$ cat config.mk
export PLATFORM = sky130hd
export DESIGN_NAME = length_prefixed_to_start_code_nal_top
export DESIGN_NICKNAME = d
export VERILOG_FILES = /design/src/sv/lpsc_pkg.sv /design/src/sv/lpsc_front.sv /design/src/sv/lpsc_cmd_fifo.sv /design/src/sv/lpsc_back.sv /design/src/sv/length_prefixed_to_start_code_nal_top.sv
export SDC_FILE = /design/constraint.sdc
export NUM_CORES = 1
export LEC_CHECK = 0
export BUFFER_PORTS_ARGS = -buffer_cell sky130_fd_sc_hd__buf_4
export CAP_MARGIN = 20
export CORE_MARGIN = 1.5
export CORE_UTILIZATION = 25
export DETAILED_ROUTE_END_ITERATION = 6
export GPL_TIMING_DRIVEN = 0
export PLACE_DENSITY = 0.4
export SLEW_MARGIN = 20
export SYNTH_ARGS = -nofsm -noshare
export SYNTH_HDL_FRONTEND = slang
export SYNTH_HIERARCHICAL = 1
export SYNTH_SLANG_ARGS = --single-unit
$ cat constraint.sdc
create_clock -name clk -period 18 [get_ports clk]
set_input_delay 4.5 -clock clk [delete_from_list [all_inputs] [get_ports clk]]
set_output_delay 4.5 -clock clk [all_outputs]
set_load 0.01 [all_outputs]
$ cat src/sv/lpsc_pkg.sv
package lpsc_pkg;

  localparam int LENGTH_BITS_DEF = 24;
  localparam int PKT_LEN_W       = 24;

  // command queue between front and back
  localparam int CMD_DEPTH = 4;
  localparam int CMD_PTR_W = $clog2(CMD_DEPTH);
  localparam int CMD_CNT_W = $clog2(CMD_DEPTH + 1);

  localparam logic [31:0] START_CODE = 32'h0000_0001;

  // One command expands to cnt_m1+1 results, bytes taken MSB first from data.
  // last marks only the final result of the command.
  typedef struct packed {
    logic [31:0] data;
    logic [1:0]  cnt_m1;
    logic        last;
    logic        conv;
    logic        valid;
  } cmd_t;

endpackage

$ cat src/sv/lpsc_front.sv
module lpsc_front import lpsc_pkg::*; #(
  parameter int LENGTH_BITS = LENGTH_BITS_DEF
) (
  input  logic                 clk,
  input  logic                 rst,
  input  logic                 take,
  input  logic [7:0]           data_byte,
  input  logic                 first_of_packet,
  input  logic                 last_of_packet,
  input  logic [PKT_LEN_W-1:0] packet_bytes,
  output logic                 cmd_push,
  output cmd_t                 cmd
);

  localparam int PL_W = (LENGTH_BITS < PKT_LEN_W) ? LENGTH_BITS : PKT_LEN_W;

  localparam logic [1:0] MODE_GATHER  = 2'd0;
  localparam logic [1:0] MODE_PAYLOAD = 2'd1;
  localparam logic [1:0] MODE_DROP    = 2'd2;
  localparam logic [1:0] MODE_PASS    = 2'd3;

  logic [1:0]      mode, mode_next;
  logic [31:0]     prefix_bytes, prefix_bytes_next;
  logic [1:0]      prefix_count, prefix_count_next;
  logic [PL_W-1:0] payload_left, payload_left_next;
  logic [PL_W-1:0] packet_left, packet_left_next;
  logic            unit_emitted, unit_emitted_next;

  always_comb begin
    mode_next         = mode;
    prefix_bytes_next = prefix_bytes;
    prefix_count_next = prefix_count;
    payload_left_next = payload_left;
    packet_left_next  = packet_left;
    unit_emitted_next = unit_emitted;
    cmd_push          = 1'b0;
    cmd               = '0;

    if (take) begin
      if (first_of_packet) begin
        mode_next         = MODE_GATHER;
        prefix_bytes_next = '0;
        prefix_count_next = '0;
        payload_left_next = '0;
        unit_emitted_next = 1'b0;
        packet_left_next  = packet_bytes[PL_W-1:0];
      end
      if (packet_left_next != '0) begin
        packet_left_next = packet_left_next - PL_W'(1);
      end

      case (mode_next)
        MODE_GATHER: begin
          prefix_bytes_next = {prefix_bytes_next[23:0], data_byte};
          if (prefix_count_next != 2'd3) begin
            if (!last_of_packet) begin
              prefix_count_next = prefix_count_next + 2'd1;
            end else begin
              cmd_push = 1'b1;
              if (unit_emitted_next) begin
                // trailing bytes after a conversion: bare end marker
                cmd = '{data: '0, cnt_m1: 2'd0, last: 1'b1, conv: 1'b1, valid: 1'b0};
              end else begin
                // short packet: gathered bytes pass, left aligned
                cmd = '{data: prefix_bytes_next << {2'd3 - prefix_count_next, 3'b000},
                        cnt_m1: prefix_count_next, last: 1'b1, conv: 1'b0, valid: 1'b1};
              end
              mode_next         = MODE_GATHER;
              prefix_bytes_next = '0;
              prefix_count_next = '0;
              payload_left_next = '0;
              packet_left_next  = '0;
              unit_emitted_next = 1'b0;
            end
          end else begin
            prefix_count_next = '0;
            if (prefix_bytes_next == '0 || last_of_packet ||
                prefix_bytes_next > {{(32-PL_W){1'b0}}, packet_left_next}) begin
              if (unit_emitted_next) begin
                if (last_of_packet) begin
                  cmd_push = 1'b1;
                  cmd = '{data: '0, cnt_m1: 2'd0, last: 1'b1, conv: 1'b1, valid: 1'b0};
                end else begin
                  mode_next = MODE_DROP;
                end
              end else begin
                cmd_push  = 1'b1;
                cmd = '{data: prefix_bytes_next, cnt_m1: 2'd3, last: last_of_packet,
                        conv: 1'b0, valid: 1'b1};
                mode_next = MODE_PASS;
              end
              if (last_of_packet) begin
                mode_next         = MODE_GATHER;
                prefix_bytes_next = '0;
                payload_left_next = '0;
                packet_left_next  = '0;
                unit_emitted_next = 1'b0;
              end
            end else begin
              cmd_push = 1'b1;
              cmd = '{data: START_CODE, cnt_m1: 2'd3, last: 1'b0, conv: 1'b1, valid: 1'b1};
              unit_emitted_next = 1'b1;
              // length is bounded by packet_left here, so it fits
              payload_left_next = prefix_bytes_next[PL_W-1:0];
              mode_next         = MODE_PAYLOAD;
            end
          end
        end

        MODE_PAYLOAD: begin
          cmd_push = 1'b1;
          cmd = '{data: {data_byte, 24'h0}, cnt_m1: 2'd0, last: last_of_packet,
                  conv: 1'b1, valid: 1'b1};
          if (payload_left_next != '0) begin
            payload_left_next = payload_left_next - PL_W'(1);
          end
          if (last_of_packet) begin
            mode_next         = MODE_GATHER;
            prefix_bytes_next = '0;
            prefix_count_next = '0;
            payload_left_next = '0;
            packet_left_next  = '0;
            unit_emitted_next = 1'b0;
          end else if (payload_left_next == '0) begin
            mode_next = MODE_GATHER;
          end
        end

        MODE_DROP: begin
          if (last_of_packet) begin
            cmd_push = 1'b1;
            cmd = '{data: '0, cnt_m1: 2'd0, last: 1'b1, conv: 1'b1, valid: 1'b0};
            mode_next         = MODE_GATHER;
            prefix_bytes_next = '0;
            prefix_count_next = '0;
            payload_left_next = '0;
            packet_left_next  = '0;
            unit_emitted_next = 1'b0;
          end
        end

        default: begin
          cmd_push = 1'b1;
          cmd = '{data: {data_byte, 24'h0}, cnt_m1: 2'd0, last: last_of_packet,
                  conv: 1'b0, valid: 1'b1};
          if (last_of_packet) begin
            mode_next         = MODE_GATHER;
            prefix_bytes_next = '0;
            prefix_count_next = '0;
            payload_left_next = '0;
            packet_left_next  = '0;
            unit_emitted_next = 1'b0;
          end
        end
      endcase
    end
  end

  always_ff @(posedge clk) begin
    if (rst) begin
      mode         <= MODE_GATHER;
      prefix_bytes <= '0;
      prefix_count <= '0;
      payload_left <= '0;
      packet_left  <= '0;
      unit_emitted <= 1'b0;
    end else begin
      mode         <= mode_next;
      prefix_bytes <= prefix_bytes_next;
      prefix_count <= prefix_count_next;
      payload_left <= payload_left_next;
      packet_left  <= packet_left_next;
      unit_emitted <= unit_emitted_next;
    end
  end

`ifndef ASSERT_OFF
  a_payload_nonzero: assert property (@(posedge clk) disable iff (rst)
    mode == MODE_PAYLOAD |-> payload_left != '0 && unit_emitted)
    else $error("payload mode with nothing left to copy");

  a_drop_needs_unit: assert property (@(posedge clk) disable iff (rst)
    mode == MODE_DROP |-> unit_emitted)
    else $error("drop mode before any unit was converted");
`endif

endmodule

$ cat src/sv/lpsc_cmd_fifo.sv
module lpsc_cmd_fifo import lpsc_pkg::*; (
  input  logic clk,
  input  logic rst,
  input  logic push,
  input  cmd_t push_cmd,
  output logic full,
  input  logic pop,
  output logic nonempty,
  output cmd_t head
);

  cmd_t                 slots [CMD_DEPTH];
  logic [CMD_PTR_W-1:0] wr_ptr, rd_ptr;
  logic [CMD_CNT_W-1:0] count;
  logic                 do_push, do_pop;

  assign full     = (count == CMD_CNT_W'(CMD_DEPTH));
  assign nonempty = (count != '0);
  assign head     = slots[rd_ptr];
  assign do_push  = push && !full;
  assign do_pop   = pop && nonempty;

  always_ff @(posedge clk) begin
    if (do_push) begin
      slots[wr_ptr] <= push_cmd;
    end
  end

  always_ff @(posedge clk) begin
    if (rst) begin
      wr_ptr <= '0;
      rd_ptr <= '0;
      count  <= '0;
    end else begin
      if (do_push) begin
        wr_ptr <= (wr_ptr == CMD_PTR_W'(CMD_DEPTH - 1)) ? '0 : wr_ptr + CMD_PTR_W'(1);
      end
      if (do_pop) begin
        rd_ptr <= (rd_ptr == CMD_PTR_W'(CMD_DEPTH - 1)) ? '0 : rd_ptr + CMD_PTR_W'(1);
      end
      if (do_push && !do_pop) begin
        count <= count + CMD_CNT_W'(1);
      end else if (do_pop && !do_push) begin
        count <= count - CMD_CNT_W'(1);
      end
    end
  end

`ifndef ASSERT_OFF
  a_count_bound: assert property (@(posedge clk) disable iff (rst)
    count <= CMD_CNT_W'(CMD_DEPTH))
    else $error("command queue count overran its depth");
`endif

endmodule

$ cat src/sv/lpsc_back.sv
module lpsc_back import lpsc_pkg::*; (
  input  logic       clk,
  input  logic       rst,
  input  logic       cmd_ready,
  input  cmd_t       head,
  output logic       cmd_pop,
  output logic [7:0] out_byte,
  output logic       out_valid,
  output logic       out_last,
  output logic       converted,
  output logic       empty,
  input  logic       pop
);

  logic [1:0]  idx;
  logic        occ;
  logic        load;
  logic        final_one;
  logic [31:0] head_shift;

  assign empty      = !occ;
  assign load       = cmd_ready && (!occ || pop);
  assign final_one  = (idx == head.cnt_m1);
  assign cmd_pop    = load && final_one;
  assign head_shift = head.data << {idx, 3'b000};

  always_ff @(posedge clk) begin
    if (rst) begin
      occ <= 1'b0;
      idx <= '0;
    end else begin
      if (load) begin
        occ <= 1'b1;
        idx <= final_one ? 2'd0 : idx + 2'd1;
      end else if (pop) begin
        occ <= 1'b0;
      end
    end
  end

  always_ff @(posedge clk) begin
    if (load) begin
      out_byte  <= head_shift[31:24];
      out_valid <= head.valid;
      out_last  <= head.last && final_one;
      converted <= head.conv;
    end
  end

`ifndef ASSERT_OFF
  a_bare_marker: assert property (@(posedge clk) disable iff (rst)
    occ && !out_valid |-> out_last && converted && out_byte == 8'h00)
    else $error("bare end marker without last or converted");
`endif

endmodule

$ cat src/sv/length_prefixed_to_start_code_nal_top.sv
// Channel   Handshake            Payload
// input     push / full          data_byte, first_of_packet, last_of_packet, packet_bytes
// result    empty / pop          out_byte, out_valid, out_last, converted
//
// One input byte is taken per cycle unless full; one result leaves per cycle on pop.
// An in-range nonzero prefix yields four start-code results after three silent bytes.
// First result of an item goes through the command queue, then the output register.
// Front stalls only when the four-entry command queue fills; back stalls only while pop is low.
// Synchronous reset rst clears all control state; no clearing pass is needed.
module length_prefixed_to_start_code_nal_top import lpsc_pkg::*; #(
  parameter int LENGTH_BITS = LENGTH_BITS_DEF
) (
  input  logic                 clk,
  input  logic                 rst,
  input  logic                 push,
  output logic                 full,
  input  logic [7:0]           data_byte,
  input  logic                 first_of_packet,
  input  logic                 last_of_packet,
  input  logic [PKT_LEN_W-1:0] packet_bytes,
  output logic                 empty,
  input  logic                 pop,
  output logic [7:0]           out_byte,
  output logic                 out_valid,
  output logic                 out_last,
  output logic                 converted
);

  logic take;
  logic cmd_push;
  cmd_t cmd;
  logic cmd_ready;
  cmd_t head;
  logic cmd_pop;

  assign take = push && !full;

  lpsc_front #(
    .LENGTH_BITS(LENGTH_BITS)
  ) u_front (
    .clk             (clk),
    .rst             (rst),
    .take            (take),
    .data_byte       (data_byte),
    .first_of_packet (first_of_packet),
    .last_of_packet  (last_of_packet),
    .packet_bytes    (packet_bytes),
    .cmd_push        (cmd_push),
    .cmd             (cmd)
  );

  lpsc_cmd_fifo u_fifo (
    .clk      (clk),
    .rst      (rst),
    .push     (cmd_push),
    .push_cmd (cmd),
    .full     (full),
    .pop      (cmd_pop),
    .nonempty (cmd_ready),
    .head     (head)
  );

  lpsc_back u_back (
    .clk       (clk),
    .rst       (rst),
    .cmd_ready (cmd_ready),
    .head      (head),
    .cmd_pop   (cmd_pop),
    .out_byte  (out_byte),
    .out_valid (out_valid),
    .out_last  (out_last),
    .converted (converted),
    .empty     (empty),
    .pop       (pop)
  );

endmodule

# Word level (Yosys, flattened, before mapping)
# Memories as Yosys holds them, arrays and structs flattened. A register that Yosys moved wholly into a read port is not among the register bits.
# Index checks and enable logic that the tools add are counted.
dict set report classes {
  muxes 72
  n_reduce_logical 23
  n_lt_le_gt_ge 1
  n_eq_ne 7
  n_addsub 9
  n_shift 2
}
# operator count
set ops {}
lappend ops {{$mux W24} 24}
lappend ops {{$mux W37} 6}
lappend ops {{$pmux W37 S3} 1}
lappend ops {{$shl A32 B5 Y32} 2}
lappend ops {{$pmux W24 S2} 1}
lappend ops {{$reduce_bool A24 Y1} 2}
lappend ops {{$sub A24 B1 Y24 const B} 2}
lappend ops {{$mux W2} 19}
lappend ops {{$gt A32 B24 Y1} 1}
lappend ops {{$logic_not A32 Y1} 1}
lappend ops {{$logic_not A24 Y1} 1}
lappend ops {{$mux W1} 16}
lappend ops {{$mux W3} 3}
lappend ops {{$add A2 B1 Y2 const B} 4}
lappend ops {{$logic_and A1 B1 Y1} 8}
lappend ops {{$eq A2 B2 Y1 const B} 3}
lappend ops {{$logic_not A1 Y1} 4}
lappend ops {{$pmux W2 S2} 1}
lappend ops {{$reduce_bool A2 Y1} 2}
lappend ops {{$add A3 B1 Y3 const B} 1}
lappend ops {{$eq A3 B3 Y1 const B} 1}
lappend ops {{$logic_or A1 B1 Y1} 3}
lappend ops {{$reduce_bool A3 Y1} 1}
lappend ops {{$sub A3 B1 Y3 const B} 1}
lappend ops {{other kinds (6)} 6}
dict set report totals {
  reg_bits 98
  wordCells 130
  input_bits 38
  mem_count 1
  ram_bits 148
}
# memory words width rd rd_ports_with_merged_regs wr line
set mem_list {}
lappend mem_list {u_fifo.slots 4 37 1 1 1 lpsc_cmd_fifo.sv:12} ;# cmd_t slots [CMD_DEPTH];

# Depth between registers and ports, before layout
dict set report depth {
  depth_word 18
  ltp_mapped 36
  mapped_depth_nobuf 28
}

# By module
# The synthesis kept the hierarchy.
# module seq_area_each_um2 cells_per_inst n_inst area_per_inst_um2
set modules_own_cells {}
lappend modules_own_cells {lpsc_front 1541.5 1013 1 7154.4}
lappend modules_own_cells {lpsc_cmd_fifo 4624.4 243 1 5843.1}
lappend modules_own_cells {lpsc_back 390.4 44 1 728.2}
lappend modules_own_cells {length_prefixed_to_start_code_nal_top 0.0 1 1 13.8}

# Worst setup path after synthesis
# No wires, ideal clock.
dict set report synth_timing {
  path_type {input port to flip-flop}
  startpoint {in first_of_packet}
  endpoint {reg u_fifo.count[2]}
  t_arrival_ns 11.744
  path_buffers 8
  slack_ns 6.186
  setup_ns 0.070
  cell_stages 34
  path_cell_list {buf_2 buf_2 buf_2 buf_2 buf_1 buf_1 clkbuf_1 mux2i_1 ha_1 o21a_1 nand4_1 o21ai_0 or4b_2 nor3_1 xor2_1 ha_1 nand2_1 nor2_1 mux2_2 a211oi_1 a221oi_2 o31a_4 buf_2 a21oi_1 o21ai_0 a21oi_1 bufinv_8 nor2_2 ha_1 inv_1 fa_1 xor2_1 or3_1 a21oi_1}
}
dict set report synth_via {
  elab_chain_len 15
  word_cells_on_any_way 32
  cone_classes {1 x add/sub; 1 x order compare; 2 x eq/ne; 18 x mux; 10 x reduce/logical}
}
# item line
set synth_rtl {}
lappend synth_rtl {{start, declared} length_prefixed_to_start_code_nal_top.sv:18} ;# input logic first_of_packet,
lappend synth_rtl {{$mux W24} lpsc_front.sv:40} ;# if (first_of_packet) begin
lappend synth_rtl {{$mux W24} lpsc_front.sv:39} ;# if (take) begin
lappend synth_rtl {{$sub A24 B1 Y24 or $reduce_bool A24 Y1 (tied branches)} {lpsc_front.sv:49, lpsc_front.sv:48}}
lappend synth_rtl {{$mux W24} lpsc_front.sv:48} ;# if (packet_left_next != '0) begin
lappend synth_rtl {{$mux W24} lpsc_front.sv:39}
lappend synth_rtl {{$gt A32 B24 Y1} lpsc_front.sv:78} ;# prefix_bytes_next > {{(32-PL_W){1'b0}}, packet_left_next}) begin
lappend synth_rtl {{$logic_or A1 B1 Y1} lpsc_front.sv:77} ;# if (prefix_bytes_next == '0 || last_of_packet ||
lappend synth_rtl {{$mux W1} lpsc_front.sv:77}
lappend synth_rtl {{$mux W1} lpsc_front.sv:55} ;# if (prefix_count_next != 2'd3) begin
lappend synth_rtl {{$pmux W1 S2 (*)} lpsc_front.sv:52} ;# case (mode_next)
lappend synth_rtl {{$mux W1 (*)} lpsc_front.sv:39}
lappend synth_rtl {{via cmd_push} length_prefixed_to_start_code_nal_top.sv:30} ;# logic cmd_push;
lappend synth_rtl {{$logic_and A1 B1 Y1 (*)} lpsc_cmd_fifo.sv:20} ;# assign do_push = push && !full;
lappend synth_rtl {{via u_fifo.do_push} lpsc_cmd_fifo.sv:15} ;# logic do_push, do_pop;
lappend synth_rtl {{$logic_not A1 Y1} lpsc_cmd_fifo.sv:43} ;# end else if (do_pop && !do_push) begin
lappend synth_rtl {{$logic_and A1 B1 Y1} lpsc_cmd_fifo.sv:43}
lappend synth_rtl {{$reduce_bool A2 Y1 (no line)} --}
lappend synth_rtl {{end signal, assigned} lpsc_cmd_fifo.sv:42} ;# count <= count + CMD_CNT_W'(1);
lappend synth_rtl {{end signal, assigned} lpsc_cmd_fifo.sv:44} ;# count <= count - CMD_CNT_W'(1);
lappend synth_rtl {{end, declared} lpsc_cmd_fifo.sv:14} ;# logic [CMD_CNT_W-1:0] count;
# The timed path passes the listed nets; every way through them passes the cells marked *. The select of a mux whose other input is x is not followed.
# A chain may end at the register's enable or synchronous reset.

# Final worst setup path
# Ends and elaborated chain as after synthesis.

==> flow_metrics.tcl <==
set metrics [dict create \
    status "completed" \
    pwr-share-seq_pct 41.7 \
    synthToLayoutAreaGrowth_pct 15.7 \
    synthesis.area_um2 13700 \
    drive_gt1_share_pct 13.8 \
    grtUsageTotal_pct 17.5 \
    ys_seq_elements 248 \
    synth_edf_count 159 \
    rsz0062_at_grt "no" \
    hold_path_class "flip-flop to flip-flop" \
    vias 11124 \
    antenna_cells 0 \
    min_period_over_period_pct 80.8 \
    clock-sinks 248 \
    setup_viol 0 \
    dp.cells 2048 \
    rows 85 \
    numCtsBuffers 29 \
    dominantRegCellSynth "edfxtp_1" \
    stdcell_count 2100 \
    max_freq_mhz 68.8 \
    slowest_stage "clkbuf_1" \
    end_kind "flip-flop" \
    slew_headroom_pct 20.8 \
    final_nets 1454 \
    post-cts-setup-buffers 0 \
    initial_utilization_pct 25.4 \
    cp_data_arrival_time_ns 15.04 \
    p_per_area_nw_per_um2 106 \
    portBuffers 49 \
    peakVddDrop_mv 0.0649 \
    ys_seq_area_share_pct 47.7 \
    drt-total-wl_um 49800 \
    cts_resized 0 \
    slew_viol_final 0 \
    hpwlAfterDp_um 35400 \
    min_delay_path_depth 2 \
    fin_crit_ns 14.54 \
    pwr-share-comb_pct 25.4 \
    wl_per_cell_um 23.7 \
    p_int_uw 1150 \
    drc 0 \
    core_area_um2 54000 \
    pwr-share-clk_pct 32.9 \
    fp.dieArea_um2 56400 \
    switching_share_pct 31.6 \
    yosysWarnings 6 \
    synth_nets 1372 \
    path_common_cell "buf_2" \
    firstDrtPassIters 5 \
    path_class "input pin to flip-flop" \
    synth_cell_types 85 \
    io_pins 51 \
    grt_pass1_vias 11143 \
    cts_root_buf "clkbuf_16" \
    syn_avg_cell_area_um2 10.6 \
    crit_buf_inv 11 \
    place.gp.congestion 0.887 \
    crit_fanout 10 \
    path_clk_slew_ns 0.06 \
    antenna_found_initial 0 \
    reg2reg_depth 26 \
    die_w_um 237 \
    clk_latency_ns 0.60 \
    cp_num_cells 35 \
    critPathTopFamily "buffers and inverters" \
    cts_tree "yes" \
    hold_buffers 0 \
    grt_pass1_wl_um 74100 \
    dp_slack_ns 2.95 \
    drt_iter0_markers 884 \
    switchingPower_uw 532 \
    cts_max_level 1 \
    async_flop_share_pct 0 \
    ant_nets 0 \
    die_h_um 237 \
    synthCells 1301 \
    setup_ws_ns 3.46 \
    crit_required_ns 18.50 \
    leakage_uw 0.00530 \
    startpoint_type "input pin" \
    cpPeakStageDelay_ns 0.82 \
    fin_skew_ns 0.0312 \
    maxCapViolCount 0 \
    avgViaCountPerCell 5.30 \
    setup_tns_ns 0 \
    grt_max_degree 38 \
    worst_slew_pin_slew_ns 1.18 \
    finalHoldViolCount 0 \
    nFillCells 5675 \
    cts_buffer_depth 3 \
    grt-ovfl-total 0 \
]
[tightest hold or removal path: cells and delay by family (launching register included)]
kind               cells  cell delay [ns]
DFF                    1             0.32
AOI/OAI and AO/OA      1             0.07
and+or+nand+nor        1             0.06
[through the flow]
stage / utilization [%] / total power [µW] / cell area, µm² / hold WS, ns
finish: 29.4 / 1690 / 15900 / 0.501
global route: 29.4 / 1770 / 15900 / 0.542
CTS: 29.4 / 1710 / 15900 / 0.501
detailed placement: 27.8 / 1150 / 15000 / 0.489
global placement: 27.7 / 1150 / 15000 / 0.480
floorplan: - / 988 / 13700 / 0.450
[power groups by stage]
stage	sequential, µW	combinational, µW	clock (µW)
CTS	704	435	575
detailed placement	716	434	0
global placement	716	432	0
finish	703	429	555
floorplan	712	276	0
global route	709	468	597
[per-layer routing]
layer  routed length, µm  global-route usage [%]
met3                2440                    2.42
met4                1700                    5.98
met1               22600                    23.9
met5                   0                       0
met2               23000                    28.6
[flip-flops by register name (all words and copies together) (netlist names), named ones only]
register              cells
u_back/converted          1
u_fifo/rd_ptr             2
u_front/prefix_bytes     24
u_fifo/slots            148
u_back/out_byte           8
u_back/out_last           1
u_front/mode              2
u_front/packet_left      24
u_fifo/count              3
u_front/prefix_count      2
u_front/payload_left     24
u_fifo/wr_ptr             2
u_front/unit_emitted      1
u_back/out_valid          1
u_back/occ                1
u_back/idx                2
[synth_stat cells (all sizes together) (8+ instances only)]
library cell    n  area (µm²)
edfxtp        159        4770
nor2          144         543
nand2          95         357
dfxtp          89        1780
clkbuf         61         230
a21oi          60         304
o21ai          56         284
a22oi          53         398
mux4           45        1020
nor3           39         200
inv            37         139
ha             32         400
nor4           30         200
and2           27         169
mux2i          27         270
nand3          27         135
buf            24         150
a31oi          21         131
xnor2          21         184
nor2b          18         120
o22ai          18         113
o2bb2ai        17         149
nor3b          16         120
xor2           15         131
a22o           12         105
mux2           12         135
o31ai          11        97.6
or3            11        68.8
a2bb2oi         9        78.8
nand2b          9        56.3
o211ai          8        60.1
[cell families (layout without fill, tap and decap cells)]
group / count (synthesis) / after routing / share of synthesized area, %
adders and majority gates: 33 / 33 / 3.06
and+or+nand+nor: 452 / 452 / 16.3
buffers and inverters: 127 / 230 / 4.05
DFF: 248 / 248 / 47.7
xor gates and xnor gates: 36 / 36 / 2.29
muxes: 84 / 84 / 10.4
AOI/OAI and AO/OA: 321 / 321 / 16.2
[cell usage in the layout (no fill, tap or decap), types with 37 or more instances in the layout]
cell,Yosys,layout
edfxtp_1,159,159
nor2_1,143,143
nand2_1,95,95
dfxtp_1,89,89
clkbuf_1,60,67
a21oi_1,59,59
a22oi_1,53,53
buf_4,2,51
o21ai_0,48,48
mux4_2,42,42
nor3_1,38,38
inv_1,37,37
[worst paths after layout]
kind | start | to | slack, ns
worst min register to register | u_fifo/rd_ptr[0] | flip-flop | 0.50
worst min-delay path | u_fifo/rd_ptr[0] | flip-flop | 0.50
worst max-delay path | first_of_packet | u_fifo/count[2] | 3.46
worst max register to register | u_front/packet_left[14] | u_fifo/count[2] | 10.69
[layout make-up]
type	count	area, µm²	area share, %
Buffer	85	380	2.39
Clock buffer	36	752	4.73
Clock inverter	16	120	0.755
Inverter	42	176	1.11
Multi-Input combinational cell	926	6640	41.7
Sequential cell	248	6560	41.2
Tap cell	696	871	5.48
Timing Repair Buffer	51	408	2.56
Power figures use the tool's default switching activity.
